File: config.mk
export PLATFORM = sky130hd
export DESIGN_NAME = scan_elevator_request_scheduler_top
export DESIGN_NICKNAME = d
export VERILOG_FILES = /design/src/design/sers_pkg.sv /design/src/design/sers_ram.sv /design/src/design/sers_dpath.sv /design/src/design/sers_ctrl.sv /design/src/design/scan_elevator_request_scheduler_top.sv
export SDC_FILE = /design/constraint.sdc
export NUM_CORES = 2
export LEC_CHECK = 0
export ABC_CLOCK_PERIOD_IN_PS = 31300
export BUFFER_PORTS_ARGS = -buffer_cell sky130_fd_sc_hd__buf_2
export CORE_MARGIN = 2
export CORE_UTILIZATION = 55
export DETAILED_ROUTE_END_ITERATION = 7
export PLACE_DENSITY = 0.75
export SETUP_SLACK_MARGIN = 0.1
export SYNTH_ARGS = -nofsm -noshare
export SYNTH_HDL_FRONTEND = slang
export SYNTH_HIERARCHICAL = 1
export SYNTH_SLANG_ARGS = --single-unit
File: constraint.sdc
create_clock -name clk -period 31.3 [get_ports clk]
set_input_delay 4.695 -clock clk [delete_from_list [all_inputs] [get_ports clk]]
set_output_delay 4.695 -clock clk [all_outputs]
set_load 0.005 [all_outputs]
File: src/design/sers_pkg.sv
// ----------------------------------------------------------------------------
// sers_pkg
// Shared types, widths and codes for the SCAN elevator request scheduler.
// ----------------------------------------------------------------------------
package sers_pkg;

	// Queue geometry and field widths
	localparam int QUEUE_DEPTH = 32;
	localparam int SECTOR_BITS = 48;
	localparam int LEN_W       = 16;
	localparam int TAG_W       = 8;
	localparam int HEAD_W      = SECTOR_BITS + 1;
	localparam int DIST_W      = SECTOR_BITS + 1;
	localparam int SUM_W       = 64;
	localparam int IDX_W       = (QUEUE_DEPTH > 1) ? $clog2(QUEUE_DEPTH) : 1;
	localparam int LVL_W       = $clog2(QUEUE_DEPTH + 1);
	localparam int ENTRY_W     = SECTOR_BITS + LEN_W + TAG_W;

	localparam logic [LVL_W-1:0] LEVEL_MAX = LVL_W'(QUEUE_DEPTH);

	// Result status codes
	localparam logic [1:0] ST_ENQUEUED   = 2'd0;
	localparam logic [1:0] ST_FULL       = 2'd1;
	localparam logic [1:0] ST_DISPATCHED = 2'd2;
	localparam logic [1:0] ST_EMPTY      = 2'd3;

	// Action codes
	localparam logic ACT_ENQUEUE  = 1'b0;
	localparam logic ACT_DISPATCH = 1'b1;

	// Index register operations
	localparam logic [2:0] IDX_HOLD    = 3'd0;
	localparam logic [2:0] IDX_LD_INS  = 3'd1;
	localparam logic [2:0] IDX_LD_SCAN = 3'd2;
	localparam logic [2:0] IDX_INC     = 3'd3;
	localparam logic [2:0] IDX_DEC     = 3'd4;

	// Read address offset from the next index
	localparam logic [1:0] RD_AT    = 2'd0;
	localparam logic [1:0] RD_BELOW = 2'd1;
	localparam logic [1:0] RD_ABOVE = 2'd2;

	typedef struct packed {
		logic                   action;
		logic [SECTOR_BITS-1:0] request_sector;
		logic [LEN_W-1:0]       request_length;
		logic [TAG_W-1:0]       request_tag;
	} req_in_t;

	typedef struct packed {
		logic [1:0]             status;
		logic [SECTOR_BITS-1:0] out_sector;
		logic [LEN_W-1:0]       out_length;
		logic [TAG_W-1:0]       out_tag;
		logic                   sweep_up;
		logic [DIST_W-1:0]      seek_distance;
		logic [SUM_W-1:0]       seek_sum;
		logic [LVL_W-1:0]       queue_level;
	} res_out_t;

	typedef struct packed {
		logic [SECTOR_BITS-1:0] sector;
		logic [LEN_W-1:0]       length;
		logic [TAG_W-1:0]       tag;
	} entry_t;

	// Controller to datapath
	typedef struct packed {
		logic       req_ld;
		logic [2:0] idx_op;
		logic [1:0] rd_off;
		logic       wr_en;
		logic       wr_new;
		logic       pick_ld;
		logic       turn;
		logic       head_upd;
		logic       cnt_inc;
		logic       cnt_dec;
		logic       res_ld;
		logic [1:0] res_status;
	} cmd_t;

	// Datapath to controller
	typedef struct packed {
		logic in_dispatch;
		logic full;
		logic empty;
		logic new_lt;
		logic hit;
		logic scan_end;
		logic idx_one;
		logic idx_last;
		logic shift_end;
		logic dir_up;
		logic out_free;
	} stat_t;

endpackage

File: src/design/sers_ram.sv
// ----------------------------------------------------------------------------
// sers_ram
// Generic single write port, single read port RAM with registered read.
// ----------------------------------------------------------------------------
module sers_ram #(
	parameter int WIDTH = 8,
	parameter int DEPTH = 16,
	localparam int AW = (DEPTH > 1) ? $clog2(DEPTH) : 1
) (
	input  logic             clk,
	input  logic             wr_en,
	input  logic [AW-1:0]    wr_addr,
	input  logic [WIDTH-1:0] wr_data,
	input  logic [AW-1:0]    rd_addr,
	output logic [WIDTH-1:0] rd_data
);

	logic [WIDTH-1:0] mem [DEPTH];

	// Write when enabled, read every cycle
	always_ff @(posedge clk) begin
		if (wr_en) begin
			mem[wr_addr] <= wr_data;
		end
		rd_data <= mem[rd_addr];
	end

endmodule

File: src/design/sers_dpath.sv
// ----------------------------------------------------------------------------
// sers_dpath
// Datapath: sorted request queue in RAM, walk index, head, direction,
// seek total and the result register.
// ----------------------------------------------------------------------------
module sers_dpath (
	input  logic              clk,
	input  logic              arst_n,
	input  sers_pkg::req_in_t in_data,
	input  logic              out_ready,
	output logic              out_valid,
	output sers_pkg::res_out_t out_data,
	input  sers_pkg::cmd_t    cmd,
	output sers_pkg::stat_t   stat
);

	localparam int IW = sers_pkg::IDX_W;
	localparam int LW = sers_pkg::LVL_W;
	localparam int HW = sers_pkg::HEAD_W;

	sers_pkg::entry_t           req_q;
	sers_pkg::entry_t           pick_q;
	sers_pkg::entry_t           rd_data;
	sers_pkg::entry_t           wr_data;
	logic [IW-1:0]              idx_q;
	logic [IW-1:0]              idx_d;
	logic [IW-1:0]              rd_addr;
	logic [LW-1:0]              count_q;
	logic [HW-1:0]              head_q;
	logic                       dir_q;
	logic [sers_pkg::SUM_W-1:0] sum_q;
	logic [sers_pkg::DIST_W-1:0] dist_q;
	logic [HW-1:0]              rd_sec;
	logic                       out_valid_q;
	sers_pkg::res_out_t         out_data_q;
	logic                       disp;

	// Next walk index
	always_comb begin
		case (cmd.idx_op)
			sers_pkg::IDX_LD_INS:  idx_d = IW'(count_q);
			sers_pkg::IDX_LD_SCAN: idx_d = dir_q ? '0 : IW'(count_q - LW'(1));
			sers_pkg::IDX_INC:     idx_d = idx_q + IW'(1);
			sers_pkg::IDX_DEC:     idx_d = idx_q - IW'(1);
			default:               idx_d = idx_q;
		endcase
	end

	// Read address relative to the next index
	always_comb begin
		case (cmd.rd_off)
			sers_pkg::RD_BELOW: rd_addr = idx_d - IW'(1);
			sers_pkg::RD_ABOVE: rd_addr = idx_d + IW'(1);
			default:            rd_addr = idx_d;
		endcase
	end

	assign wr_data = cmd.wr_new ? req_q : rd_data;

	sers_ram #(
		.WIDTH(sers_pkg::ENTRY_W),
		.DEPTH(sers_pkg::QUEUE_DEPTH)
	) u_queue (
		.clk    (clk),
		.wr_en  (cmd.wr_en),
		.wr_addr(idx_q),
		.wr_data(wr_data),
		.rd_addr(rd_addr),
		.rd_data(rd_data)
	);

	assign rd_sec = {1'b0, rd_data.sector};

	// Status toward the controller
	always_comb begin
		stat.in_dispatch = (in_data.action == sers_pkg::ACT_DISPATCH);
		stat.full        = (count_q == sers_pkg::LEVEL_MAX);
		stat.empty       = (count_q == '0);
		stat.new_lt      = (req_q.sector < rd_data.sector);
		stat.hit         = dir_q ? (rd_sec >= head_q) : (rd_sec <= head_q);
		stat.idx_one     = (idx_q == IW'(1));
		stat.idx_last    = ((LW'(idx_q) + LW'(1)) == count_q);
		stat.shift_end   = ((LW'(idx_q) + LW'(2)) == count_q);
		stat.scan_end    = dir_q ? stat.idx_last : (idx_q == '0);
		stat.dir_up      = dir_q;
		stat.out_free    = !out_valid_q || out_ready;
	end

	// Payload registers
	always_ff @(posedge clk) begin
		idx_q <= idx_d;
		if (cmd.req_ld) begin
			req_q.sector <= in_data.request_sector;
			req_q.length <= in_data.request_length;
			req_q.tag    <= in_data.request_tag;
		end
		if (cmd.pick_ld) begin
			pick_q <= rd_data;
			dist_q <= (rd_sec > head_q) ? (rd_sec - head_q) : (head_q - rd_sec);
		end
	end

	// Scheduler state
	always_ff @(posedge clk or negedge arst_n) begin
		if (!arst_n) begin
			count_q <= '0;
			head_q  <= '0;
			dir_q   <= 1'b1;
			sum_q   <= '0;
		end else begin
			if (cmd.cnt_inc) begin
				count_q <= count_q + LW'(1);
			end else if (cmd.cnt_dec) begin
				count_q <= count_q - LW'(1);
			end
			if (cmd.pick_ld && cmd.turn) begin
				dir_q <= ~dir_q;
			end
			if (cmd.head_upd) begin
				head_q <= HW'(pick_q.sector) + HW'(pick_q.length);
				sum_q  <= sum_q + sers_pkg::SUM_W'(dist_q);
			end
		end
	end

	// Result register
	assign disp = (cmd.res_status == sers_pkg::ST_DISPATCHED);

	always_ff @(posedge clk) begin
		if (cmd.res_ld) begin
			out_data_q.status        <= cmd.res_status;
			out_data_q.out_sector    <= disp ? pick_q.sector : '0;
			out_data_q.out_length    <= disp ? pick_q.length : '0;
			out_data_q.out_tag       <= disp ? pick_q.tag : '0;
			out_data_q.sweep_up      <= dir_q;
			out_data_q.seek_distance <= disp ? dist_q : '0;
			out_data_q.seek_sum      <= sum_q;
			out_data_q.queue_level   <= count_q;
		end
	end

	always_ff @(posedge clk or negedge arst_n) begin
		if (!arst_n) begin
			out_valid_q <= 1'b0;
		end else begin
			out_valid_q <= cmd.res_ld || (out_valid_q && !out_ready);
		end
	end

	assign out_valid = out_valid_q;
	assign out_data  = out_data_q;

endmodule

File: src/design/sers_ctrl.sv
// ----------------------------------------------------------------------------
// sers_ctrl
// Controller: sequences insertion, scan, removal and the result beat.
// ----------------------------------------------------------------------------
module sers_ctrl (
	input  logic            clk,
	input  logic            arst_n,
	input  logic            in_valid,
	output logic            in_ready,
	input  sers_pkg::stat_t stat,
	output sers_pkg::cmd_t  cmd
);

	localparam logic [2:0] S_IDLE  = 3'd0;
	localparam logic [2:0] S_INS   = 3'd1;
	localparam logic [2:0] S_PUT   = 3'd2;
	localparam logic [2:0] S_SCAN  = 3'd3;
	localparam logic [2:0] S_ADV   = 3'd4;
	localparam logic [2:0] S_SHIFT = 3'd5;
	localparam logic [2:0] S_FIN   = 3'd6;

	logic [2:0] state_q;
	logic [2:0] state_d;
	logic [1:0] res_q;
	logic [1:0] res_d;

	assign in_ready = (state_q == S_IDLE);

	// Next state and commands
	always_comb begin
		state_d        = state_q;
		res_d          = res_q;
		cmd            = '0;
		cmd.idx_op     = sers_pkg::IDX_HOLD;
		cmd.rd_off     = sers_pkg::RD_AT;
		cmd.res_status = res_q;
		case (state_q)
			S_IDLE: begin
				if (in_valid) begin
					cmd.req_ld = 1'b1;
					if (!stat.in_dispatch) begin
						if (stat.full) begin
							res_d   = sers_pkg::ST_FULL;
							state_d = S_FIN;
						end else begin
							cmd.idx_op = sers_pkg::IDX_LD_INS;
							cmd.rd_off = sers_pkg::RD_BELOW;
							state_d    = stat.empty ? S_PUT : S_INS;
						end
					end else if (stat.empty) begin
						res_d   = sers_pkg::ST_EMPTY;
						state_d = S_FIN;
					end else begin
						cmd.idx_op = sers_pkg::IDX_LD_SCAN;
						cmd.rd_off = sers_pkg::RD_AT;
						state_d    = S_SCAN;
					end
				end
			end
			// Move larger entries up one slot until the new one fits
			S_INS: begin
				if (stat.new_lt) begin
					cmd.wr_en  = 1'b1;
					cmd.idx_op = sers_pkg::IDX_DEC;
					cmd.rd_off = sers_pkg::RD_BELOW;
					if (stat.idx_one) begin
						state_d = S_PUT;
					end
				end else begin
					cmd.wr_en   = 1'b1;
					cmd.wr_new  = 1'b1;
					cmd.cnt_inc = 1'b1;
					res_d       = sers_pkg::ST_ENQUEUED;
					state_d     = S_FIN;
				end
			end
			S_PUT: begin
				cmd.wr_en   = 1'b1;
				cmd.wr_new  = 1'b1;
				cmd.cnt_inc = 1'b1;
				res_d       = sers_pkg::ST_ENQUEUED;
				state_d     = S_FIN;
			end
			// Walk in the sweep direction; the far end is the turnaround pick
			S_SCAN: begin
				if (stat.hit || stat.scan_end) begin
					cmd.pick_ld = 1'b1;
					cmd.turn    = !stat.hit;
					state_d     = S_ADV;
				end else begin
					cmd.idx_op = stat.dir_up ? sers_pkg::IDX_INC : sers_pkg::IDX_DEC;
					cmd.rd_off = sers_pkg::RD_AT;
				end
			end
			S_ADV: begin
				cmd.head_upd = 1'b1;
				cmd.rd_off   = sers_pkg::RD_ABOVE;
				if (stat.idx_last) begin
					cmd.cnt_dec = 1'b1;
					res_d       = sers_pkg::ST_DISPATCHED;
					state_d     = S_FIN;
				end else begin
					state_d = S_SHIFT;
				end
			end
			// Close the gap left by the picked entry
			S_SHIFT: begin
				cmd.wr_en  = 1'b1;
				cmd.idx_op = sers_pkg::IDX_INC;
				cmd.rd_off = sers_pkg::RD_ABOVE;
				if (stat.shift_end) begin
					cmd.cnt_dec = 1'b1;
					res_d       = sers_pkg::ST_DISPATCHED;
					state_d     = S_FIN;
				end
			end
			S_FIN: begin
				if (stat.out_free) begin
					cmd.res_ld = 1'b1;
					state_d    = S_IDLE;
				end
			end
			default: begin
				state_d = S_IDLE;
			end
		endcase
	end

	always_ff @(posedge clk or negedge arst_n) begin
		if (!arst_n) begin
			state_q <= S_IDLE;
		end else begin
			state_q <= state_d;
		end
	end

	always_ff @(posedge clk) begin
		res_q <= res_d;
	end

endmodule

File: src/design/scan_elevator_request_scheduler_top.sv
// ----------------------------------------------------------------------------
// scan_elevator_request_scheduler_top
// SCAN elevator scheduler: sorted request queue, sweep dispatch, seek total.
// ----------------------------------------------------------------------------
//  channel  dir  handshake             payload
//  in       in   in_valid / in_ready   in_data  (sers_pkg::req_in_t)
//  out      out  out_valid / out_ready out_data (sers_pkg::res_out_t)
//
//  One item at a time through the single read port of the queue RAM.
//  Enqueue: accept, move each larger entry up one slot, write the new entry,
//  then load the result. Dispatch: accept, scan in the sweep direction, pick,
//  move each entry above the pick down, then load the result. Full, empty: accept, load the result.
//  Reset empties the queue, sets the head to 0 and the sweep up.
//  in_ready rises again once the result beat sits in the output register; a
//  stalled output holds the next result back until it is taken.
// ----------------------------------------------------------------------------
module scan_elevator_request_scheduler_top (
	input  logic               clk,
	input  logic               arst_n,
	input  logic               in_valid,
	output logic               in_ready,
	input  sers_pkg::req_in_t  in_data,
	output logic               out_valid,
	input  logic               out_ready,
	output sers_pkg::res_out_t out_data
);

	sers_pkg::cmd_t  cmd;
	sers_pkg::stat_t stat;

	sers_ctrl u_ctrl (
		.clk     (clk),
		.arst_n  (arst_n),
		.in_valid(in_valid),
		.in_ready(in_ready),
		.stat    (stat),
		.cmd     (cmd)
	);

	sers_dpath u_dpath (
		.clk      (clk),
		.arst_n   (arst_n),
		.in_data  (in_data),
		.out_ready(out_ready),
		.out_valid(out_valid),
		.out_data (out_data),
		.cmd      (cmd),
		.stat     (stat)
	);

`ifndef SYNTHESIS
	// One item in flight: an accepted beat drops ready
	assert property (@(posedge clk) disable iff (!arst_n)
		(in_valid && in_ready) |=> !in_ready)
		else $error("in_ready held after accepting a beat");

	assert property (@(posedge clk) disable iff (!arst_n)
		out_valid |-> (out_data.queue_level <= sers_pkg::LEVEL_MAX))
		else $error("queue level beyond depth");

	assert property (@(posedge clk) disable iff (!arst_n)
		(out_valid && (out_data.status != sers_pkg::ST_DISPATCHED)) |->
		((out_data.seek_distance == '0) && (out_data.out_sector == '0)))
		else $error("non-dispatch beat carries request fields");

	assert property (@(posedge clk) disable iff (!arst_n)
		(out_valid && (out_data.status == sers_pkg::ST_EMPTY)) |->
		(out_data.queue_level == '0))
		else $error("empty status with queued requests");
`endif

endmodule
==> out/qor.yml <==
whs_ns: 0.465
remaining_drc_errors: 0
asyncSetResetFlopFracSynth: 0.0428
crit_buf_inv: 5
grtUsageMet1: 0.407
setup_viol: 0
chipHeight_um: 469
final_antenna_net_count: 0
core-area_mm2: 0.215
globalRouteOverflowTotal: 0
top_usage_layer: "met2"
synth_flop_cell: "sky130_fd_sc_hd__edfxtp_1"
synth-seq-cells: 2894
cts-root-buf: "sky130_fd_sc_hd__clkbuf_16"
wire_length_of_the_first_global_routing_pass_um: 471000
cellLeakagePower_nw: 40.2
power-per-cell-area_mw_per_mm2: 57.6
gate_count_post_synth: 7017
tritoncts: "done"
syn_nets: 7319
max_stage_delay_ns: 0.98
drt_iter0_drc: 10500
clock_latency_ns: 0.96
placed_wire_length_estimate_um: 192000
cts_inserted_buffers: 305
slowest_stage: "sky130_fd_sc_hd__buf_4"
hold_path.class: "flip-flop to flip-flop"
drv_cap: 0
cell_types_with_the_highest_counts_after_synthesis: "sky130_fd_sc_hd__edfxtp_1 (2693), sky130_fd_sc_hd__mux2i_1 (585), sky130_fd_sc_hd__a22oi_1 (369), sky130_fd_sc_hd__mux4_2 (297), sky130_fd_sc_hd__a21oi_1 (257)"
worst_slew_pin_slew_ns: 1.44
rsz_0062_raised_after_global_routing: "false"
num_io_pins: 273
cts_post_setup_buffers_inserted: 0
hold_viol: 0
period_share: 0.366
clkSlewWorstSetupHoldPaths_ns: 0.07
routed_wirelength_um: 329000
cp-end-kind: "flip-flop"
timing.critical_path.arrival_ns: 12.30
groute.layer.met2.usage: 0.461
cts_max_path_buffers: 4
post_drt_wl_per_cell_um: 31.4
crit_family: "buffers and inverters"
grtUsageMet3: 0.0665
worst_ir_drop_on_vdd_v: 0.0000529
crit_path_category: "flip-flop to flip-flop"
gp_congestion: 0.955
finClkSkew_ns: 0.0831
ys_top_cells_by_area: "sky130_fd_sc_hd__edfxtp_1 (68%), sky130_fd_sc_hd__mux4_2 (5.6%), sky130_fd_sc_hd__mux2i_1 (4.9%)"
floorplan.initialDensity: 0.554
h-tree-depth: 5
dieWidth_um: 469
syn_avg_cell_area_um2: 17.0
fmaxAchievable_mhz: 87.2
post_route_cells_drive_above_1_share: 0.179
netlist-cell-type-count: 94
status: "finished, final reports clean"
yosysWarnings: 6
placement.io_buffers: 272
vias_in_the_first_global_route: 67300
die-area_mm2: 0.220
postCtsHoldBufs: 0
critPathLaunchType: "flip-flop"
fin_crit_ns: 11.47
viasPerCell: 6.59
count_of_flip_flops_with_a_built_in_enable_after_synthesis: 2693
area.growth.synth_to_final_pct: 12.2
worst_slew_margin_rel: 0.0347
synth_area_mm2: 0.119
antenna_violations_before_repair: 22
timing.setup.tns_ns: 0
final_slew_violations: 0
via_count: 68800
synth-seq-area-share: 0.718
yosysTopAreaCell: "sky130_fd_sc_hd__edfxtp_1"
dr.pass1.iters: 6
cts_sink_cnt: 2894
finalNetCount: 7682
yosysMostFrequentCell: "sky130_fd_sc_hd__edfxtp_1"
num_rows: 170
grt_start_max_net_pins: 135
required_time_of_the_critical_path_ns: 32.13
global_route.usage.total: 0.295
crit_fanout: 134
cts.repair.resized: 0
post-synth-top-area-fraction: 0.679
-- cell type report --
type                            count  area (um2)
Fill cell                       14800       81200
Multi-Input combinational cell   3589       31700
Inverter                          163         612
Antenna cell                       10        25.0
Clock buffer                      396        8350
Clock inverter                    135        1290
Tap cell                         2838        3550
Sequential cell                  2894       85500
Timing Repair Buffer              427        2570
-- state kept, by name, indices dropped and copies added (netlist names) --
register,count
u_dpath/head_q,49
u_dpath/count_q,6
u_dpath/idx_q,5
u_dpath/req_q,72
u_ctrl/res_q,2
u_dpath/pick_q,72
u_dpath/u_queue/rd_data,72
u_dpath/out_valid,1
u_dpath/u_queue/mem,2304
u_dpath/dist_q,49
u_ctrl/state_q,3
u_dpath/out_data,194
u_dpath/dir_q,1
u_dpath/sum_q,64
-- final timing paths --
kind / start / to / slack [ns] / depth (start not counted)
max in group asynchronous: arst_n / u_dpath/sum_q[55]$_DFFE_PN0P_ / 26.20 / 2
max: u_dpath/u_queue/rd_data[25]$_DFF_P_ / u_dpath/u_queue/rd_data[9]$_DFF_P_ / 19.83 / 31
min reg2reg: u_ctrl/res_q[1]$_DFFE_PP_ / u_dpath/out_data[193]$_DFFE_PP_ / 0.47 / 0
min in group asynchronous: arst_n / u_dpath/sum_q[2]$_DFFE_PN0P_ / 3.82 / 1
min: u_ctrl/res_q[1]$_DFFE_PP_ / u_dpath/out_data[193]$_DFFE_PP_ / 0.47 / 0
max reg2reg: u_dpath/u_queue/rd_data[25]$_DFF_P_ / u_dpath/u_queue/rd_data[9]$_DFF_P_ / 19.83 / 31
-- cells in the final DEF, fill, tap and decap left out, types with 21 or more instances in the layout --
cell type | netlist | layout
sky130_fd_sc_hd__buf_2 | 107 | 271
sky130_fd_sc_hd__o21ai_2 | 2 | 37
sky130_fd_sc_hd__nor2b_1 | 46 | 36
sky130_fd_sc_hd__xnor2_1 | 131 | 130
sky130_fd_sc_hd__clkinv_2 | 0 | 53
sky130_fd_sc_hd__dfxtp_1 | 77 | 77
sky130_fd_sc_hd__dfrtp_1 | 123 | 123
sky130_fd_sc_hd__nor3_1 | 51 | 48
sky130_fd_sc_hd__and2_1 | 144 | 142
sky130_fd_sc_hd__buf_4 | 34 | 152
sky130_fd_sc_hd__clkbuf_1 | 181 | 61
sky130_fd_sc_hd__nand2b_1 | 23 | 23
sky130_fd_sc_hd__a22oi_1 | 369 | 369
sky130_fd_sc_hd__clkinv_1 | 0 | 40
sky130_fd_sc_hd__edfxtp_1 | 2693 | 2693
sky130_fd_sc_hd__nand2_1 | 205 | 205
sky130_fd_sc_hd__clkbuf_8 | 0 | 23
sky130_fd_sc_hd__a31oi_1 | 53 | 53
sky130_fd_sc_hd__bufinv_16 | 0 | 24
sky130_fd_sc_hd__nand4_1 | 70 | 70
sky130_fd_sc_hd__inv_1 | 160 | 160
sky130_fd_sc_hd__mux4_2 | 297 | 297
sky130_fd_sc_hd__a22o_1 | 47 | 47
sky130_fd_sc_hd__o21ai_0 | 171 | 122
sky130_fd_sc_hd__clkbuf_16 | 0 | 312
sky130_fd_sc_hd__nor2_1 | 198 | 161
sky130_fd_sc_hd__o211ai_1 | 21 | 21
sky130_fd_sc_hd__xor2_1 | 48 | 47
sky130_fd_sc_hd__o21bai_1 | 32 | 32
sky130_fd_sc_hd__mux2i_1 | 585 | 584
sky130_fd_sc_hd__nor2_4 | 0 | 36
sky130_fd_sc_hd__nand3_1 | 192 | 192
sky130_fd_sc_hd__ha_1 | 220 | 220
sky130_fd_sc_hd__a21oi_1 | 257 | 257
sky130_fd_sc_hd__mux2_2 | 71 | 70
sky130_fd_sc_hd__a21o_1 | 92 | 92
sky130_fd_sc_hd__o21a_1 | 23 | 23
-- per-stage QoR --
step	setup WS, ns	std cells	cell area [um2]	utilization	power [W]
2_1_floorplan	17.59	7017	119000	-	0.00425
3_3_place_gp	19.20	9911	124000	0.577	0.00426
3_5_place_dp	19.16	9911	124000	0.577	0.00426
4_1_cts	20.07	10400	134000	0.622	0.00773
5_1_grt	19.19	10400	134000	0.622	0.00788
6_report	19.83	10500	134000	0.622	0.00770
-- where the power goes --
part | switching (W) | internal, W | total (W) | leakage (nW)
registers | 0 | 0.00416 | 0.00416 | 19.3
clock network | 0.00145 | 0.00207 | 0.00352 | 4.73
logic | 0.00000598 | 0.00000359 | 0.00000958 | 16.2
-- metal layers --
| metal | wire length [um] | up-vias |
|---|---|---|
| li1 | - | 28500 |
| met2 | 153000 | 4713 |
| met3 | 41000 | 748 |
| met1 | 121000 | 34900 |
| met5 | 26 | - |
| met4 | 12900 | 4 |
-- kinds of logic after synthesis --
kind of cell / share of synthesized area
fa+ha+maj: 0.0240
mux: 0.112
xor+xnor: 0.0132
buf+inv: 0.0210
simple gates: 0.0443
compound gates: 0.0672
flops: 0.718
Power figures use the tool's default switching activity.
